<file path="src/rtl/core/bm3_pkg.sv">
// ---------------------------------------------------------------------------
// bm3_pkg
// Shared widths, types and constants of the 3x3 border-aware box mean core.
// ---------------------------------------------------------------------------
package bm3_pkg;

	localparam int SAMPLE_BITS    = 16;
	localparam int POS_BITS       = 10;
	localparam int REG_BITS       = 11;
	localparam int CFG_INDEX_BITS = 2;

	localparam logic [CFG_INDEX_BITS-1:0] REG_ROW_COUNT = CFG_INDEX_BITS'(0);
	localparam logic [CFG_INDEX_BITS-1:0] REG_COL_COUNT = CFG_INDEX_BITS'(1);

	localparam int MAX_COLS_DEF = 1024;
	localparam int MAX_ROWS_DEF = 1024;

	// Sum of three samples, sum of nine samples, magnitude of a nine-sample sum.
	localparam int COLSUM_BITS = SAMPLE_BITS + 2;
	localparam int SUM_BITS    = SAMPLE_BITS + 4;
	localparam int MAG_BITS    = SAMPLE_BITS + 3;

	localparam logic [MAG_BITS-1:0] RECIP_THREE = MAG_BITS'((64'd1 << MAG_BITS) / 3);
	localparam logic [MAG_BITS-1:0] RECIP_NINE  = MAG_BITS'((64'd1 << MAG_BITS) / 9);

	localparam int OUT_DATA_BITS = ((2 * POS_BITS + SAMPLE_BITS + 7) / 8) * 8;

	// Bits of the pending-result mask, in row-major emit order.
	localparam int RES_UP_LEFT = 0;
	localparam int RES_UP      = 1;
	localparam int RES_LEFT    = 2;
	localparam int RES_HERE    = 3;

	typedef struct packed {
		logic signed [SAMPLE_BITS-1:0] top;
		logic signed [SAMPLE_BITS-1:0] mid;
		logic signed [SAMPLE_BITS-1:0] bot;
	} win_col_t;

	typedef struct packed {
		logic [SAMPLE_BITS-1:0] above;
		logic [SAMPLE_BITS-1:0] two_above;
	} line_ent_t;

	typedef struct packed {
		logic [POS_BITS-1:0] row;
		logic [POS_BITS-1:0] col;
		logic                last;
	} res_tag_t;

	typedef enum logic [1:0] {
		BASE_ONE,
		BASE_THREE,
		BASE_NINE
	} base_t;

endpackage

</file>
<file path="src/rtl/core/bm3_mean_div.sv">
// ---------------------------------------------------------------------------
// bm3_mean_div
// Four-stage elastic pipeline: adds three column sums and divides by the
// neighbor count (1, 2, 3, 4, 6 or 9), truncating toward zero.
// ---------------------------------------------------------------------------
module bm3_mean_div import bm3_pkg::*; (
	input  logic                          clk,
	input  logic                          arst_n,
	input  logic                          in_valid,
	output logic                          in_ready,
	input  logic signed [COLSUM_BITS-1:0] col_sum [3],
	input  logic [1:0]                    row_n,
	input  logic [1:0]                    col_n,
	input  res_tag_t                      in_tag,
	output logic                          out_valid,
	input  logic                          out_ready,
	output logic [SAMPLE_BITS-1:0]        out_mean,
	output res_tag_t                      out_tag
);

	logic valid_s1, valid_s2, valid_s3, valid_s4;
	logic go1, go2, go3, go4;

	logic signed [COLSUM_BITS-1:0] cs_s1 [3];
	logic [1:0]                    rn_s1, cn_s1;
	res_tag_t                      tag_s1;

	logic [MAG_BITS-1:0] mag_s2;
	base_t               base_s2;
	logic                neg_s2;
	res_tag_t            tag_s2;

	logic [2*MAG_BITS-1:0] prod_s3;
	logic [MAG_BITS-1:0]   mag_s3;
	base_t                 base_s3;
	logic                  neg_s3;
	res_tag_t              tag_s3;

	logic [SAMPLE_BITS-1:0] mean_s4;
	res_tag_t               tag_s4;

	logic signed [SUM_BITS-1:0] sum;
	logic [SUM_BITS-1:0]        abs_sum;
	logic [3:0]                 cnt;
	logic [1:0]                 sh;
	base_t                      base;
	logic [MAG_BITS-1:0]        recip;
	logic [MAG_BITS-1:0]        q0, qc;
	logic [MAG_BITS+3:0]        q0_x, qd, rem, dv;
	logic [SAMPLE_BITS-1:0]     qt;

	assign go4      = valid_s3 && (!valid_s4 || out_ready);
	assign go3      = valid_s2 && (!valid_s3 || go4);
	assign go2      = valid_s1 && (!valid_s2 || go3);
	assign in_ready = !valid_s1 || go2;
	assign go1      = in_valid && in_ready;

	always_ff @(posedge clk or negedge arst_n) begin
		if (!arst_n) begin
			valid_s1 <= 1'b0;
			valid_s2 <= 1'b0;
			valid_s3 <= 1'b0;
			valid_s4 <= 1'b0;
		end else begin
			if (go1) begin
				valid_s1 <= 1'b1;
			end else if (go2) begin
				valid_s1 <= 1'b0;
			end
			if (go2) begin
				valid_s2 <= 1'b1;
			end else if (go3) begin
				valid_s2 <= 1'b0;
			end
			if (go3) begin
				valid_s3 <= 1'b1;
			end else if (go4) begin
				valid_s3 <= 1'b0;
			end
			if (go4) begin
				valid_s4 <= 1'b1;
			end else if (out_ready) begin
				valid_s4 <= 1'b0;
			end
		end
	end

	always_ff @(posedge clk) begin
		if (go1) begin
			for (int k = 0; k < 3; k++) begin
				cs_s1[k] <= col_sum[k];
			end
			rn_s1  <= row_n;
			cn_s1  <= col_n;
			tag_s1 <= in_tag;
		end
	end

	// Divisors with a factor of two are shifted first, leaving 1, 3 or 9.
	always_comb begin
		sum     = SUM_BITS'(cs_s1[0]) + SUM_BITS'(cs_s1[1]) + SUM_BITS'(cs_s1[2]);
		abs_sum = sum[SUM_BITS-1] ? -sum : sum;
		cnt     = {2'b00, rn_s1} * {2'b00, cn_s1};
		sh      = 2'd0;
		base    = BASE_ONE;
		case (cnt)
			4'd2: begin
				sh = 2'd1;
			end
			4'd3: begin
				base = BASE_THREE;
			end
			4'd4: begin
				sh = 2'd2;
			end
			4'd6: begin
				sh   = 2'd1;
				base = BASE_THREE;
			end
			4'd9: begin
				base = BASE_NINE;
			end
			default: begin
				sh   = 2'd0;
				base = BASE_ONE;
			end
		endcase
	end

	always_ff @(posedge clk) begin
		if (go2) begin
			mag_s2  <= MAG_BITS'(abs_sum) >> sh;
			base_s2 <= base;
			neg_s2  <= sum[SUM_BITS-1];
			tag_s2  <= tag_s1;
		end
	end

	assign recip = (base_s2 == BASE_THREE) ? RECIP_THREE : RECIP_NINE;

	always_ff @(posedge clk) begin
		if (go3) begin
			prod_s3 <= (2*MAG_BITS)'(mag_s2) * (2*MAG_BITS)'(recip);
			mag_s3  <= mag_s2;
			base_s3 <= base_s2;
			neg_s3  <= neg_s2;
			tag_s3  <= tag_s2;
		end
	end

	// The reciprocal estimate is low by at most one; the remainder fixes it.
	always_comb begin
		q0   = (base_s3 == BASE_ONE) ? mag_s3 : prod_s3[2*MAG_BITS-1:MAG_BITS];
		q0_x = (MAG_BITS+4)'(q0);
		case (base_s3)
			BASE_NINE: begin
				qd = (q0_x << 3) + q0_x;
				dv = (MAG_BITS+4)'(9);
			end
			BASE_THREE: begin
				qd = (q0_x << 1) + q0_x;
				dv = (MAG_BITS+4)'(3);
			end
			default: begin
				qd = q0_x;
				dv = (MAG_BITS+4)'(1);
			end
		endcase
		rem = (MAG_BITS+4)'(mag_s3) - qd;
		qc  = (rem >= dv) ? (q0 + 1'b1) : q0;
		qt  = SAMPLE_BITS'(qc);
	end

	always_ff @(posedge clk) begin
		if (go4) begin
			mean_s4 <= neg_s3 ? -qt : qt;
			tag_s4  <= tag_s3;
		end
	end

	assign out_valid = valid_s4;
	assign out_mean  = mean_s4;
	assign out_tag   = tag_s4;

endmodule

</file>
<file path="config.mk">
export PLATFORM = sky130hd
export DESIGN_NAME = bm3_mean_div
export DESIGN_NICKNAME = d
export VERILOG_FILES = /design/src/rtl/core/bm3_pkg.sv /design/src/rtl/core/bm3_mean_div.sv
export SDC_FILE = /design/constraint.sdc
export NUM_CORES = 1
export LEC_CHECK = 0
export ABC_AREA = 1
export BUFFER_PORTS_ARGS = -buffer_cell sky130_fd_sc_hd__buf_2
export CAP_MARGIN = 5
export CORE_MARGIN = 4
export CORE_UTILIZATION = 55
export CTS_CLUSTER_SIZE = 10
export DETAILED_ROUTE_END_ITERATION = 6
export PLACE_DENSITY = 0.76
export SLEW_MARGIN = 20
export SYNTH_ARGS = -nofsm -noshare
export SYNTH_HDL_FRONTEND = slang
export SYNTH_SLANG_ARGS = --single-unit
</file>
<file path="constraint.sdc">
create_clock -name clk -period 6.4 [get_ports clk]
set_input_delay 1.28 -clock clk [delete_from_list [all_inputs] [get_ports clk]]
set_output_delay 1.28 -clock clk [all_outputs]
set_load 0.01 [all_outputs]
</file>
==> reports/results.ini, run 1 <==
[synthesis]
synth_top_area_cell=edfxtp_1
syn_inst=2190
synth.distinct_cells=48
ys.flop_type=edfxtp_1
synth_most_common_cell=inv_1
yosys-top-cells-count=453 x inv_1, 382 x nand2_1, 220 x edfxtp_1, 209 x ha_1, 179 x fa_1
synth-edff-count=220
synth_warnings=0
async_flop_share=0.0179
synth_top_area_share=0.326
synth_seq_cells=224
synthesis.area_sq_mm=0.0202
ys_seq_area_frac=0.331
syn_nets=2661
synth.area.top_cells=edfxtp_1 33%, fa_1 18%, ha_1 13%
syn-mean-instance-area_sq_um=9.25

[timing]
hold_ws_ps=414
final_max_slew_viol_count=0
max-slew-margin-rel=0.294
setup_viol=0
hold_viol_final=0
fin_skew_ps=14.6
tightest_slew_ps=1060
fin_crit_sh=0.971
fmax_mhz=161
min_period_ps=6210

[clock_network]
cts_buffers=27
clock-sinks=224
htree_levels=1
cts.path.max_buffers=3
clkLatencyLatePin_ps=550
root_buffer=clkbuf_16
cts_tree=built
cts.clk_slew.worst_paths_ps=50

[critical_path]
required_ps=6680
worstSetupStartpoint=base_s2[0]$_SDFFCE_PN0P_
rrSetupSlack_ps=190
cp_max_fo=19
cp.arrival_ps=6500
worstSetupPathType=reg2reg
endpoint=prod_s3[35]$_DFFE_PP_
critPathCaptureType=flip-flop
reg2reg_depth=25
startpoint_type=flip-flop
r2r-start=base_s2[0]$_SDFFCE_PN0P_
worstReg2RegEnd=prod_s3[35]$_DFFE_PP_

[floorplan]
dieArea_sq_mm=0.0400
rows=70
ios=122
die_height_microns=200
initial_core_util=0.556
die_w_microns=200
core-area_sq_mm=0.0364

[placed_design]
dp_hpwl_microns=42700
dp.cells=2933
gp_congestion=1.02
io_buffers=121

[layout]
area_growth_pct=17.5
antenna_cells=0
nFillCells=2836
fin_nets=2971
drive_gt1_frac=0.174
final_cells=2984

[drt]
num_vias=16000
wl_per_cell_microns=17.4
drtIter0Drc=1080
route.detailed.drc=0
postRouteAntennaNets=0
routed_wl_microns=51900
vias_per_cell=5.36
dr.pass1.iters=7

[worst_hold_path]
hp-class=reg2reg

[global_routing]
grt_max_degree=80
grt_pass1_wl_microns=82400
grt_antenna_before_repair=0
overflow=0
grt_pass1_vias=16500
grt_usage=0.260

[run_status]
status=finished clean

[run]
drv_cap=0

[stage by stage]
step	worst slack, ps	util	instance area [sq um]	TNS (ps)
after floorplan	335	-	20200	0
after global placement	-58.6	0.623	22700	-58.6
after detailed placement	-238	0.623	22700	-379
after CTS	24.5	0.645	23500	0
after global routing	-95.5	0.653	23800	-318
final	189	0.653	23800	0
[worst max-delay path, stage by stage, from the launching register on]
cell and delay [ps]:
edfxtp_1 430, inv_1 130, nor2_4 50, clkinv_1 80
buf_12 160, nor2_1 50, ha_1 330, inv_1 110
fa_1 550, inv_1 60, fa_1 480, inv_1 60
fa_1 500, fa_1 560, inv_1 60, fa_1 520
ha_4 310, nand4_1 140, o221ai_2 230, a21oi_4 90
o31ai_4 310, a21o_1 210, nand3_1 70, o211ai_1 140
a21oi_1 140, xor2_1 170
[routing by layer]
metal / vias up / share of wire / GRT usage
met5: - / 0 / 0
met4: 0 / 0.030 / 0.0719
met3: 117 / 0.060 / 0.0287
met2: 525 / 0.52 / 0.482
met1: 7638 / 0.39 / 0.324
li1: 7710 / - / -
[state kept, by name, indices dropped and copies added, names as in the netlist, 2 cells and up]
name,count
mag_s2,19
rn_s1,2
base_s3,2
cs_s1,54
tag_s3,21
prod_s3,18
base_s2,2
out_mean,16
out_tag,21
cn_s1,2
tag_s1,21
mag_s3,19
tag_s2,21
[cells in the final DEF (no fill, tap or decap), drive strengths merged, types with 26 or more instances in the layout]
master	count
fa	179
xor2	66
a21oi	121
nand3	103
o21ai	117
nor2	137
clkbuf	39
buf	303
ha	209
nand4	26
inv	462
edfxtp	220
nand2	408
[cells by family (layout without fill, tap and decap cells)]
logic type / Yosys count / after routing / synth area share
adder cells (fa/ha/maj): 388 / 388 / 0.306
AND/OR/NAND/NOR: 707 / 707 / 0.151
XOR/XNOR: 86 / 86 / 0.0372
multiplexers: 7 / 7 / 0.00346
flip-flops: 224 / 224 / 0.331
buffers and inverters: 487 / 813 / 0.0916
AO/OA/AOI/OAI: 291 / 291 / 0.0790
[what timing repair did]
action / CTS / global route
pin swaps: 0 / 8
resized for setup: 5 / 68
buffers inserted: 0 / 6
setup endpoints to repair: 7 / 25
hold buffers: 0 / 0
[area by class of cell]
class	count	area, sq um	share of cell area
clock inverters	6	70.1	0.00294
multi-input cells	1479	12000	0.503
clock buffers	39	721	0.0303
well taps	468	586	0.0246
repair buffers	303	2010	0.0845
flip-flops and latches	224	6710	0.282
inverters	465	1750	0.0733
[worst min path at each step]
stage,start,end,slack (ps),depth (start not counted)
6_report,tag_s3[11]$_DFFE_PP_,out_tag[11]$_DFFE_PP_,410,0
5_1_grt,tag_s2[8]$_DFFE_PP_,tag_s3[8]$_DFFE_PP_,420,0
4_1_cts,tag_s3[4]$_DFFE_PP_,out_tag[4]$_DFFE_PP_,410,0
3_5_place_dp,tag_s3[11]$_DFFE_PP_,out_tag[11]$_DFFE_PP_,400,0
3_3_place_gp,tag_s1[4]$_DFFE_PP_,tag_s2[4]$_DFFE_PP_,400,0
2_1_floorplan,neg_s2$_DFFE_PP_,neg_s3$_DFFE_PP_,400,0
Power of run 1 is not shown: default switching activity piles up to over one toggle a cycle in this logic, so the estimate is an artifact.
==> run 2, diff against run 1 <==
- CAP_MARGIN: 5 -> unset
- CORE_UTILIZATION: 55 -> 57
- PLACE_DENSITY: 0.76 -> 0.78
==> run 2 against run 1 <==
Clock-buffer cell count grew 1; sequential share of layout area grew 0.17 points; first-iteration DRC count shrank 19%; critical path type unchanged.
==> reports/results.ini, run 2 (synthesis results as in run 1) <==
[run_status]
status=finished clean

[layout]
antenna_cells=0
final_cells=2968
final_common_cell=inv_1
area_growth_pct=16.8
largest_register=cs_s1
final_cell_mix=451 x inv_1, 380 x nand2_1, 220 x edfxtp_1, 204 x ha_1, 179 x fa_1
fin_nets=2970
largest_reg_flops=54
drive_gt1_frac=0.169

[timing]
tns_ps=0
fin_skew_ps=8.93
setup_viol=0
fin_crit_sh=0.968
min_period_ps=6200
max-slew-margin-rel=0.304
hold_ws_ps=414
fmax_mhz=161
hold_viol_final=0
tightest_slew_ps=1040
final_max_slew_viol_count=0

[global_routing]
grt_max_degree=80
grt_usage=0.264
grt_pass1_vias=16600
grt_antenna_before_repair=2
overflow=0
grt_pass1_wl_microns=82300

[critical_path]
critPathCaptureType=flip-flop
reg2reg_depth=25
worstSetupPathType=reg2reg
rrSetupSlack_ps=200
startpoint_type=flip-flop
worstReg2RegEnd=prod_s3[35]$_DFFE_PP_
cp.arrival_ps=6470
required_ps=6670
cp_max_fo=19
r2r-start=base_s2[1]$_SDFFCE_PN0P_

[drt]
wl_per_cell_microns=17.1
route.detailed.drc=0
vias_per_cell=5.34
dr.pass1.iters=7
routed_wl_microns=50800
drtIter0Drc=875
num_vias=15800
postRouteAntennaNets=0

[clock_network]
clock-sinks=224
htree_levels=1
cts.path.max_buffers=3
root_buffer=clkbuf_16
cts.clk_slew.worst_paths_ps=60
cts_tree=built
clkLatencyLatePin_ps=540
cts_buffers=26
hold_buffers=0

[worst_hold_path]
hold-path-endpoint=out_tag[10]$_DFFE_PP_
worstHoldPathCells=0
hold_start=tag_s3[10]$_DFFE_PP_
hp-class=reg2reg

[floorplan]
initial_core_util=0.582
rows=68
core-area_sq_mm=0.0348
die_w_microns=196
dieArea_sq_mm=0.0386
die_height_microns=196
ios=122

[placed_design]
gp_congestion=1.04
io_buffers=121
dp.cells=2909
dp_hpwl_microns=41800

[run]
drv_cap=0

[run 2: critical path: stages (launching register included)]
cell and delay [ps]:
edfxtp_1 400, nor2_2 160, clkinv_1 120, buf_12 170, nor2_1 90, ha_1 290
fa_1 560, inv_1 50, fa_1 470, inv_1 50, fa_1 530, inv_1 60
fa_1 520, inv_1 50, fa_1 520, ha_4 310, nand4_1 150, o221ai_2 220
a21oi_2 50, buf_4 170, o31ai_4 220, a21o_1 210, nand3_1 90, o211ai_1 160
a21oi_1 130, xor2_1 160
[run 2: final cells by class]
type	count	area, sq um
multi-input combinational	1479	11900
fill	2676	11100
inverter	465	1750
clock inverter	2	21.3
clock buffer	40	703
sequential	224	6710
tap	455	569
timing repair buffer	303	2010
[run 2: timing repair]
action | 4_1_cts | 5_1_grt
endpoints found under the setup margin | 7 | 25
gates resized for setup | 8 | 47
cloned | 0 | 0
buffers inserted | 0 | 17
pin swaps | 0 | 7
[run 2: worst max path at each step]
stage | endpoint | depth (start not counted) | startpoint
final | prod_s3[35]$_DFFE_PP_ | 25 | base_s2[1]$_SDFFCE_PN0P_
after global routing | out_mean[13]$_DFFE_PP_ | 42 | base_s3[0]$_DFFE_PP_
after CTS | prod_s3[33]$_DFFE_PP_ | 25 | base_s2[1]$_SDFFCE_PN0P_
after detailed placement | prod_s3[33]$_DFFE_PP_ | 25 | base_s2[1]$_SDFFCE_PN0P_
after global placement | prod_s3[33]$_DFFE_PP_ | 25 | base_s2[1]$_SDFFCE_PN0P_
after floorplan | prod_s3[30]$_DFFE_PP_ | 25 | base_s2[1]$_SDFFCE_PN0P_
[run 2: metrics by stage]
stage,setup slack [ps],area (sq um),util
2_1_floorplan,335,20200,-
3_3_place_gp,-85.5,22600,0.649
3_5_place_dp,-214,22600,0.649
4_1_cts,41.5,23300,0.671
5_1_grt,-158,23700,0.680
6_report,202,23700,0.680
[run 2: routing by layer]
| layer | vias up | global-route usage | share of wire |
|---|---|---|---|
| met5 | - | 0 | 0.00047 |
| met4 | 4 | 0.0946 | 0.038 |
| met3 | 130 | 0.0268 | 0.051 |
| met2 | 467 | 0.484 | 0.52 |
| met1 | 7543 | 0.324 | 0.39 |
| li1 | 7698 | - | - |
Power of run 2 is left out for the same reason.
