$ cat config.mk
export PLATFORM = sky130hd
export DESIGN_NAME = bm3_col_cell
export DESIGN_NICKNAME = d
export VERILOG_FILES = /design/src/rtl/core/bm3_pkg.sv /design/src/rtl/core/bm3_col_cell.sv
export SDC_FILE = /design/constraint.sdc
export NUM_CORES = 1
export LEC_CHECK = 0
export ABC_AREA = 1
export BUFFER_PORTS_ARGS = -buffer_cell sky130_fd_sc_hd__buf_2
export CAP_MARGIN = 20
export CORE_MARGIN = 2
export CORE_UTILIZATION = 45
export CTS_BUF_LIST = sky130_fd_sc_hd__clkbuf_4 sky130_fd_sc_hd__clkbuf_8 sky130_fd_sc_hd__clkbuf_16
export DETAILED_ROUTE_END_ITERATION = 12
export PLACE_DENSITY = 0.79
export SLEW_MARGIN = 20
export SYNTH_ARGS = -nofsm -noshare
export SYNTH_HDL_FRONTEND = slang
export SYNTH_SLANG_ARGS = --single-unit
$ cat constraint.sdc
create_clock -name clk -period 3.5 [get_ports clk]
set_clock_uncertainty 0.1 [all_clocks]
set_input_delay 0.525 -clock clk [delete_from_list [all_inputs] [get_ports clk]]
set_output_delay 0.525 -clock clk [all_outputs]
set_load 0.01 [all_outputs]
$ cat src/rtl/core/bm3_pkg.sv
// ---------------------------------------------------------------------------
// bm3_pkg
// Shared widths, types and constants of the 3x3 border-aware box mean core.
// ---------------------------------------------------------------------------
package bm3_pkg;

	localparam int SAMPLE_BITS    = 16;
	localparam int POS_BITS       = 10;
	localparam int REG_BITS       = 11;
	localparam int CFG_INDEX_BITS = 2;

	localparam logic [CFG_INDEX_BITS-1:0] REG_ROW_COUNT = CFG_INDEX_BITS'(0);
	localparam logic [CFG_INDEX_BITS-1:0] REG_COL_COUNT = CFG_INDEX_BITS'(1);

	localparam int MAX_COLS_DEF = 1024;
	localparam int MAX_ROWS_DEF = 1024;

	// Sum of three samples, sum of nine samples, magnitude of a nine-sample sum.
	localparam int COLSUM_BITS = SAMPLE_BITS + 2;
	localparam int SUM_BITS    = SAMPLE_BITS + 4;
	localparam int MAG_BITS    = SAMPLE_BITS + 3;

	localparam logic [MAG_BITS-1:0] RECIP_THREE = MAG_BITS'((64'd1 << MAG_BITS) / 3);
	localparam logic [MAG_BITS-1:0] RECIP_NINE  = MAG_BITS'((64'd1 << MAG_BITS) / 9);

	localparam int OUT_DATA_BITS = ((2 * POS_BITS + SAMPLE_BITS + 7) / 8) * 8;

	// Bits of the pending-result mask, in row-major emit order.
	localparam int RES_UP_LEFT = 0;
	localparam int RES_UP      = 1;
	localparam int RES_LEFT    = 2;
	localparam int RES_HERE    = 3;

	typedef struct packed {
		logic signed [SAMPLE_BITS-1:0] top;
		logic signed [SAMPLE_BITS-1:0] mid;
		logic signed [SAMPLE_BITS-1:0] bot;
	} win_col_t;

	typedef struct packed {
		logic [SAMPLE_BITS-1:0] above;
		logic [SAMPLE_BITS-1:0] two_above;
	} line_ent_t;

	typedef struct packed {
		logic [POS_BITS-1:0] row;
		logic [POS_BITS-1:0] col;
		logic                last;
	} res_tag_t;

	typedef enum logic [1:0] {
		BASE_ONE,
		BASE_THREE,
		BASE_NINE
	} base_t;

endpackage

$ cat src/rtl/core/bm3_col_cell.sv
// ---------------------------------------------------------------------------
// bm3_col_cell
// One column of the 3x3 window: holds three samples, passes them to its
// neighbor on a shift and gives the sum of the selected rows.
// ---------------------------------------------------------------------------
module bm3_col_cell import bm3_pkg::*; (
	input  logic                          clk,
	input  logic                          shift,
	input  win_col_t                      col_in,
	output win_col_t                      col_out,
	input  logic [2:0]                    row_sel,
	output logic signed [COLSUM_BITS-1:0] col_sum
);

	win_col_t col_q;
	logic signed [COLSUM_BITS-1:0] top_x;
	logic signed [COLSUM_BITS-1:0] mid_x;
	logic signed [COLSUM_BITS-1:0] bot_x;

	always_ff @(posedge clk) begin
		if (shift) begin
			col_q <= col_in;
		end
	end

	assign col_out = col_q;

	always_comb begin
		top_x   = row_sel[0] ? COLSUM_BITS'(col_q.top) : '0;
		mid_x   = row_sel[1] ? COLSUM_BITS'(col_q.mid) : '0;
		bot_x   = row_sel[2] ? COLSUM_BITS'(col_q.bot) : '0;
		col_sum = top_x + mid_x + bot_x;
	end

endmodule

==> results by stage, run 1 <==
Clock tree:
- The TritonCTS clock tree is yes.
- The total CTS buffers is 5.
- After clock tree synthesis, the clock-pin slew on the worst setup and hold paths is approximately 0.09 ns.
- The clock passes through at most 2 buffers.
- The post-CTS setup buffer count is 0.
- The clock root buffer is sky130_fd_sc_hd__clkbuf_8.
- The number of H-tree levels is 2.
- CTS saw 48 sinks.

STA:
- The actual transition at the worst max-transition pin is between 1 and 1.5 ns.
- After layout, the worst path uses between 90% and 100% of the clock period.
- The final total negative setup slack is 0 ns.
- In this run the tightest slew margin relative to its limit is around 31%.
- The clock period minus worst slack is approximately 3.3 ns.
- The final max-slew violation count is 0.
- Setup repair after global routing left no endpoint under its margin.
- The number of hold violations in the final report came to 0.
- Once routing completed, OpenROAD measured the worst setup slack at between 0.2 and 0.25 ns.
- Static timing analysis puts the maximum clock frequency at ~0.30 GHz.
- Setup violations remaining at the end of the flow were counted as 0.
- The worst hold slack is roughly 0.30 ns.

Detailed routing:
- After detailed routing, the number of vias per cell comes to approximately 4.6.
- The routed design uses approximately 410 microns of met3 wire.
- Routed signal wires occupy layers up through met4.
- The number of detailed-routing iterations run before antenna repair is 4.
- The post-detailed-routing wire length is 6.71 mm.
- For this block, wires on met1 add up to 2.93 mm.
- Summed over all nets, wire length on met2 after detailed routing comes to 3.18 mm.
- The overall via count from detail_route is 2,524.
- The per-cell routed wire length is between 10 and 15 microns.
- The count of antenna-violating nets left after detailed routing is 0.
- The first routing iteration left between 80 and 90 violations.
- The post-route DRC violation count is 0.

Worst setup path:
- The cell that appears most often on the critical path is sky130_fd_sc_hd__nand2_1.
- The endpoint required time on the critical path is 2.87 ns.
- The highest cell delay on the worst timing path is ~0.53 ns.
- Traced cell by cell, the critical path runs through buf_2 -> buf_12 -> nand2_1 -> fa_1 -> inv_1 -> ha_1 -> or2_1 -> nand3b_1 -> nand2_2 -> nand2_1 -> nand2_1 -> nand2_1 -> nand2_1 -> buf_2.
- Of all nets on the critical path, the largest fanout is 12.
- The master of the slowest instance on the critical path is sky130_fd_sc_hd__fa_1.
- The critical path arrival is between 2 and 3 ns.
- The category of the worst setup path capture point is a primary output.
- The type of the setup path with the least slack is input port to primary output.
- The worst setup path is launched from an input port.

Final layout:
- In the layout the commonest cells are sky130_fd_sc_hd__nand2_1 (132), sky130_fd_sc_hd__buf_2 (118), sky130_fd_sc_hd__inv_1 (72).
- The number of diodes added for antenna fixing is 0.
- The final layout contains between 500 and 600 nets.
- The register with the most flip-flops in the layout has 48 of them.
- Relative to the synthesized area, the layout overhead comes to 27.7%.
- The share of post-route cells with drive strength above 1 is 31.4%.
- The commonest non-fill, non-tap cell in the layout is sky130_fd_sc_hd__nand2_1.
- The final instance count without filler cells is about 550.
- The core utilization of the finished layout is 58.8%.

Synth:
- Counting flops and latches in the post-synthesis netlist gives 48.
- In the synthesized netlist, the number of instances is roughly 350.
- Synthesis produced a netlist with a net count of 432.
- The cell area after synthesis is about 3100 sq um.
- During synthesis, Yosys emitted a total of 0 warnings.
- Synthesis instantiated 18 different standard cells from the library.
- The average cell area after synthesis is 8.95 sq um.
- Summing the sequential cell areas from Yosys gives 46.6% of the chip area.

Die:
- The floorplan step set the die width to ~87 microns.
- The site row count is 30.
- The die is about 87 microns tall.
- For this configuration, the core starts out at a cell density of between 40% and 50%.
- The region available for standard cell placement spans around 6700 sq um.
- During I/O placement, the number of pins put on the boundary was roughly 120.
- The overall die area is between 7000 and 8000 sq um.

Status:
- The run finished with clean final reports.

Placed design:
- In this run the tool buffered the top-level ports with ~120 buffer cells.
- The HPWL after detailed placement is approximately 5.6 mm.
- The number of placed instances, taps included is 541.
- The post-placement setup slack is about 0.19 ns.
- The global placement routability congestion is around 0.90.

Global routing:
- The largest net degree at the start of global routing is slightly below 50.
- The via count of the first global-routing pass is 2,433.
- The number of antenna violations at the first check in global routing is 0.
- Global routing used 18.7% of the available tracks across all layers.
- The aggregate global routing overflow is 0.
- The first-pass GRT wire length is between 10 and 15 mm.

Power:
- The register share of total power is roughly two fifths.
- The switching fraction of total power is roughly 32%.
- Per report_power, the clock group accounts for between 20 and 30% of the total.
- The leakage dissipation is about 0.0022 uW.
- VDD sags by at most slightly above 0.3 mV.
- The internal power is around 1200 uW.
- The share of total power in combinational logic is about a third.
- The power dissipated by switching net loads is 573 uW.
- Dividing total power by cell area gives a power density of between 400 and 500 nW/um^2.

Hold path:
- The path with the worst hold slack has its endpoint at col_out[1].
- The beginning of the worst hold path is col_in[1].
- The number of cells on the worst hold path is 1.
- The tightest min-delay check is of the input port to flop type.

Run:
- Across the run, the number of max-cap violations was 0.
==> worst max-delay path by stage <==
stage | endpoint | cells past startpoint | slack, ns | start
final | col_sum[14] | 14 | 0.21 | row_sel[0]
after global routing | col_sum[14] | 13 | 0.02 | row_sel[0]
after CTS | col_sum[12] | 15 | 0.17 | row_sel[0]
after detailed placement | col_sum[12] | 15 | 0.19 | row_sel[0]
after global placement | col_sum[17] | 15 | 0.22 | row_sel[0]
after floorplan | col_sum[17] | 14 | 0.35 | row_sel[0]
==> Yosys cell counts (all sizes together) <==
library cell,count,area (sq um)
xor2,5,43.8
buf,3,15.0
nand2,142,558
inv,76,285
ha,16,200
edfxtp,48,1440
nor2,8,30.0
a21oi,8,40.0
clkbuf,3,11.3
or2,2,12.5
xnor2,2,17.5
fa,17,340
nor3,4,35.0
nand3,10,50.1
nand3b,2,15.0
==> through the flow <==
step / power, uW / instance area (sq um)
2_1_floorplan: 1120 / 3100
3_3_place_gp: 1340 / 3820
3_5_place_dp: 1350 / 3820
4_1_cts: 1810 / 3950
5_1_grt: 1920 / 3950
6_report: 1790 / 3950
==> critical path, delay by kind of cell <==
kind	cells	cell delay [ns]
simple gates	8	0.80
fa+ha+maj	2	0.86
buf+inv	4	0.48
==> repair_timing <==
action | CTS | global route
resized for setup | 0 | 2
endpoints found under the hold margin | 0 | 0
endpoints found under the setup margin | 0 | 3
hold buffers | 0 | 0
==> cells by family (layout without fill, tap and decap cells) <==
kind of cell	Yosys count	count (layout)	share of synthesized area [%]
adders and majority gates	33	33	17.5
and+or+nand+nor	168	168	22.6
buffers and inverters	82	204	10.1
AOI/OAI and AO/OA	8	8	1.29
DFF	48	48	46.6
xor gates and xnor gates	7	7	1.98
==> metal layers <==
metal  global-route usage, %  vias to the layer above
met5                       0                        -
met4                    7.81                        0
met3                    3.32                       19
met2                    29.4                       85
met1                    25.8                     1129
li1                        -                     1291
==> power by group through the flow <==
| stage | registers (uW) | clock network (uW) | logic [uW] |
|---|---|---|---|
| floorplan | 741 | 0 | 377 |
| global placement | 720 | 0 | 621 |
| detailed placement | 721 | 0 | 633 |
| CTS | 708 | 462 | 636 |
| global route | 715 | 483 | 719 |
| finish | 708 | 449 | 632 |
==> layout make-up <==
cell class              count  area [sq um]
clock buffers               5          68.8
clock inverters             2          60.1
fillers                   584          2770
inverters                  76           285
multi-input cells         216          1350
flip-flops and latches     48          1440
well taps                  80           100
repair buffers            121           651
Power figures use the tool's default switching activity.
==> run 2: changes to the inputs <==
--- a/config.mk
+++ b/config.mk
@@ -12,6 +12,7 @@
 export CORE_UTILIZATION = 45
 export CTS_BUF_LIST = sky130_fd_sc_hd__clkbuf_4 sky130_fd_sc_hd__clkbuf_8 sky130_fd_sc_hd__clkbuf_16
 export DETAILED_ROUTE_END_ITERATION = 12
+export MAX_ROUTING_LAYER = met4
 export PLACE_DENSITY = 0.79
 export SLEW_MARGIN = 20
 export SYNTH_ARGS = -nofsm -noshare
==> run 2 against run 1 <==
  * Die area unchanged
  * Core utilization up 0.15 points
  * Setup slack got worse by 0.0026 ns
  * Combinational power grew 0.6%
  * Wire length up 0.46%
  * Critical endpoint is now col_sum[12]
  * Hold slack about the same
  * Sequential share of layout area is 0.092 points lower
  * Via count rose by 0.36%
  * Global-route usage rose by 0.52 points
  * Sequential power barely moved
==> results by stage, run 2 (synthesized netlist as in run 1, its figures left out) <==
Status:
- The flow ran to the end, and the final reports show no timing, DRC or antenna violations.

Clock tree:
- The TritonCTS clock tree is yes.
- The total CTS buffers is 5.
- The number of clock sinks seen by CTS is 48.
- In this run the number of H-tree levels came out at 2.
- The longest clock path from root to sink contains 2 buffers.
- The clock root buffer is sky130_fd_sc_hd__clkbuf_8.
- The post-CTS setup buffer count is 0.
- The clock-pin slew on the worst setup and hold paths is 0.08 ns.

Detailed routing:
- The pre-antenna-repair detailed-routing pass consisted of 4 iterations.
- The starting DRC count in detailed routing is about 100.
- The routed wire length on met2 is between 3 and 4 mm.
- In this run the top signal layer used is met4.
- The post-detailed-routing wire length is 6.74 mm.
- In the final routing, the length of wire on met1 measures between 2 and 3 mm.
- The overall via count from detail_route is between 2,000 and 3,000.
- Dividing the detail-routed wire length by the instance count gives 12.3 microns.
- In the routed layout, each cell is associated on average with a via count of between 4 and 5.
- The count of antenna-violating nets left after detailed routing is 0.
- The post-route DRC violation count is 0.
- The routed wire length on met3 is 407 microns.

Die:
- The overall die area is ~7600 sq um.
- The die extent in y is ~87 microns.
- In this run the horizontal extent of the chip is 86.9 microns.
- During I/O placement, the number of pins put on the boundary was 119.
- After floorplanning, the core was sized to cover ~6700 sq um.
- The floorplan has 30 rows.
- For this configuration, the core starts out at a cell density of between 40% and 50%.

Final layout:
- In the final layout, the share of cells above drive strength 1 is approximately a third.
- The number of diodes added for antenna fixing is 0.
- Fill cells in the final layout number 581.
- The area growth from synthesis to layout is 28.1%.
- Leaving out fill and tap cells, the most frequent cell in the layout is sky130_fd_sc_hd__nand2_1.
- In the layout the commonest cells are sky130_fd_sc_hd__nand2_1 (132), sky130_fd_sc_hd__buf_2 (118), sky130_fd_sc_hd__inv_1 (72).
- The register with the most flip-flops in the layout has between 40 and 50 of them.
- The final instance count without filler cells is 548.
- In the final design database the tool counted 554 nets.

Worst setup path:
- The endpoint required time on the critical path is 2.87 ns.
- STA classifies the critical path startpoint as an input port.
- STA puts the critical path data arrival time at ~2.7 ns.
- Of all nets on the critical path, the largest fanout is 12.
- STA classifies the critical path endpoint as a primary output.
- The type of the setup path with the least slack is input port to primary output.

Power:
- The worst-case IR drop observed on VDD is 0.303 mV.
- Dividing total power by cell area gives a power density of about 450 nW/um^2.
- The leakage dissipation is about 0.0022 uW.

STA:
- The routed design could run at a clock period as short as 3.29 ns.
- The setup-violating endpoint count in the final report is 0.
- Setup repair after global routing left no endpoint under its margin.
- The worst pin sits at a relative slew slack of slightly above 30%.
- For this run, the top clock speed supported by timing is 0.304 GHz.
- The actual transition at the worst max-transition pin is roughly 1.0 ns.
- After routing, the total negative slack on setup checks comes to 0 ns.
- The number of hold violations in the final report is 0.
- The post-route fraction of the period consumed by the critical path is 94.1%.
- The final max-slew violation count was 0.

Placed design:
- The congestion estimate from routability-driven global placement came to 0.914.
- The number of buffers inserted by port buffering is 118.
- The HPWL after detailed placement is ~5.6 mm.
- Including well taps, the total number of placed cells is between 500 and 600.

Run:
- The number of maximum-capacitance violations is 0.

Hold path:
- The worst-case hold path end point is col_out[1].
- The path category of the worst min-delay check is input port to flop.
- In this run the most critical hold path is launched from col_in[1].
- The number of cells on the worst hold path is 1.

Global routing:
- The aggregate global routing overflow is 0.
- The largest net degree at the start of global routing is a little under 50.
- The via count of the first global-routing pass is about 2,400.
- The overall global routing resource usage is approximately a fifth.
- The number of antenna violations at the first check in global routing came to 0.
- The first global-routing pass estimated between 10 and 15 mm of wire.
-- run 2: cell count changes in the layout (fill, tap and decap cells not counted) --
cell                   change
sky130_fd_sc_hd__ha_2      -1
sky130_fd_sc_hd__ha_4      +1
-- run 2: area by class of cell --
type,instances,area (sq um),share of cell area (%)
sequential,48,1440,36.4
multi-input combinational,216,1360,34.2
timing repair buffer,121,651,16.4
inverter,76,285,7.20
tap,80,100,2.53
clock buffer,5,68.8,1.74
clock inverter,2,60.1,1.52
-- run 2: how the worst max path moves through the flow --
stage / start / endpoint / slack (ns)
after floorplan: row_sel[0] / col_sum[17] / 0.35
after global placement: row_sel[0] / col_sum[17] / 0.22
after detailed placement: row_sel[0] / col_sum[12] / 0.19
after CTS: row_sel[0] / col_sum[12] / 0.17
after global routing: row_sel[0] / col_sum[14] / 0.02
final: row_sel[0] / col_sum[12] / 0.21
-- run 2: where the power goes --
| group | internal, uW | leakage [uW] | switching (uW) | total, uW |
|---|---|---|---|---|
| logic | 252 | 0.00164 | 384 | 636 |
| clock network | 281 | 0.0000642 | 168 | 449 |
| registers | 685 | 0.000470 | 23.4 | 708 |
-- run 2: critical path, stage by stage --
cell and delay, ns:
sky130_fd_sc_hd__buf_2 0.15, sky130_fd_sc_hd__buf_12 0.14, sky130_fd_sc_hd__nand2_1 0.07, sky130_fd_sc_hd__fa_1 0.53, sky130_fd_sc_hd__inv_1 0.04, sky130_fd_sc_hd__ha_1 0.36
sky130_fd_sc_hd__nand2_1 0.11, sky130_fd_sc_hd__inv_1 0.05, sky130_fd_sc_hd__a21oi_1 0.18, sky130_fd_sc_hd__nand2_2 0.10, sky130_fd_sc_hd__nand2_1 0.10, sky130_fd_sc_hd__nand2_1 0.06
sky130_fd_sc_hd__nand2_1 0.06, sky130_fd_sc_hd__nand2_1 0.05, sky130_fd_sc_hd__buf_2 0.13
-- run 2: layer usage --
metal | track usage, % | vias to the layer above
li1 | - | 1290
met1 | 25.9 | 1140
met2 | 29.4 | 88
met3 | 2.94 | 15
met4 | 7.81 | 0
met5 | - | -
-- run 2: what timing repair did --
item,4_1_cts,5_1_grt
hold buffers,0,0
gates resized for setup,0,2
endpoints found under the hold margin,0,0
setup endpoints to repair,0,3
-- run 2: through the flow --
| step | total power [uW] | instance area (sq um) | hold slack (ns) | worst slack [ns] | util (%) |
|---|---|---|---|---|---|
| after global routing | 1920 | 3960 | 0.277 | 0.0227 | 59.0 |
| after detailed placement | 1350 | 3820 | 0.603 | 0.188 | 56.9 |
| final | 1790 | 3960 | 0.298 | 0.206 | 59.0 |
| after CTS | 1810 | 3950 | 0.285 | 0.173 | 58.8 |
| after floorplan | 1120 | 3100 | 0.524 | 0.353 | - |
| after global placement | 1340 | 3820 | 0.602 | 0.224 | 56.9 |
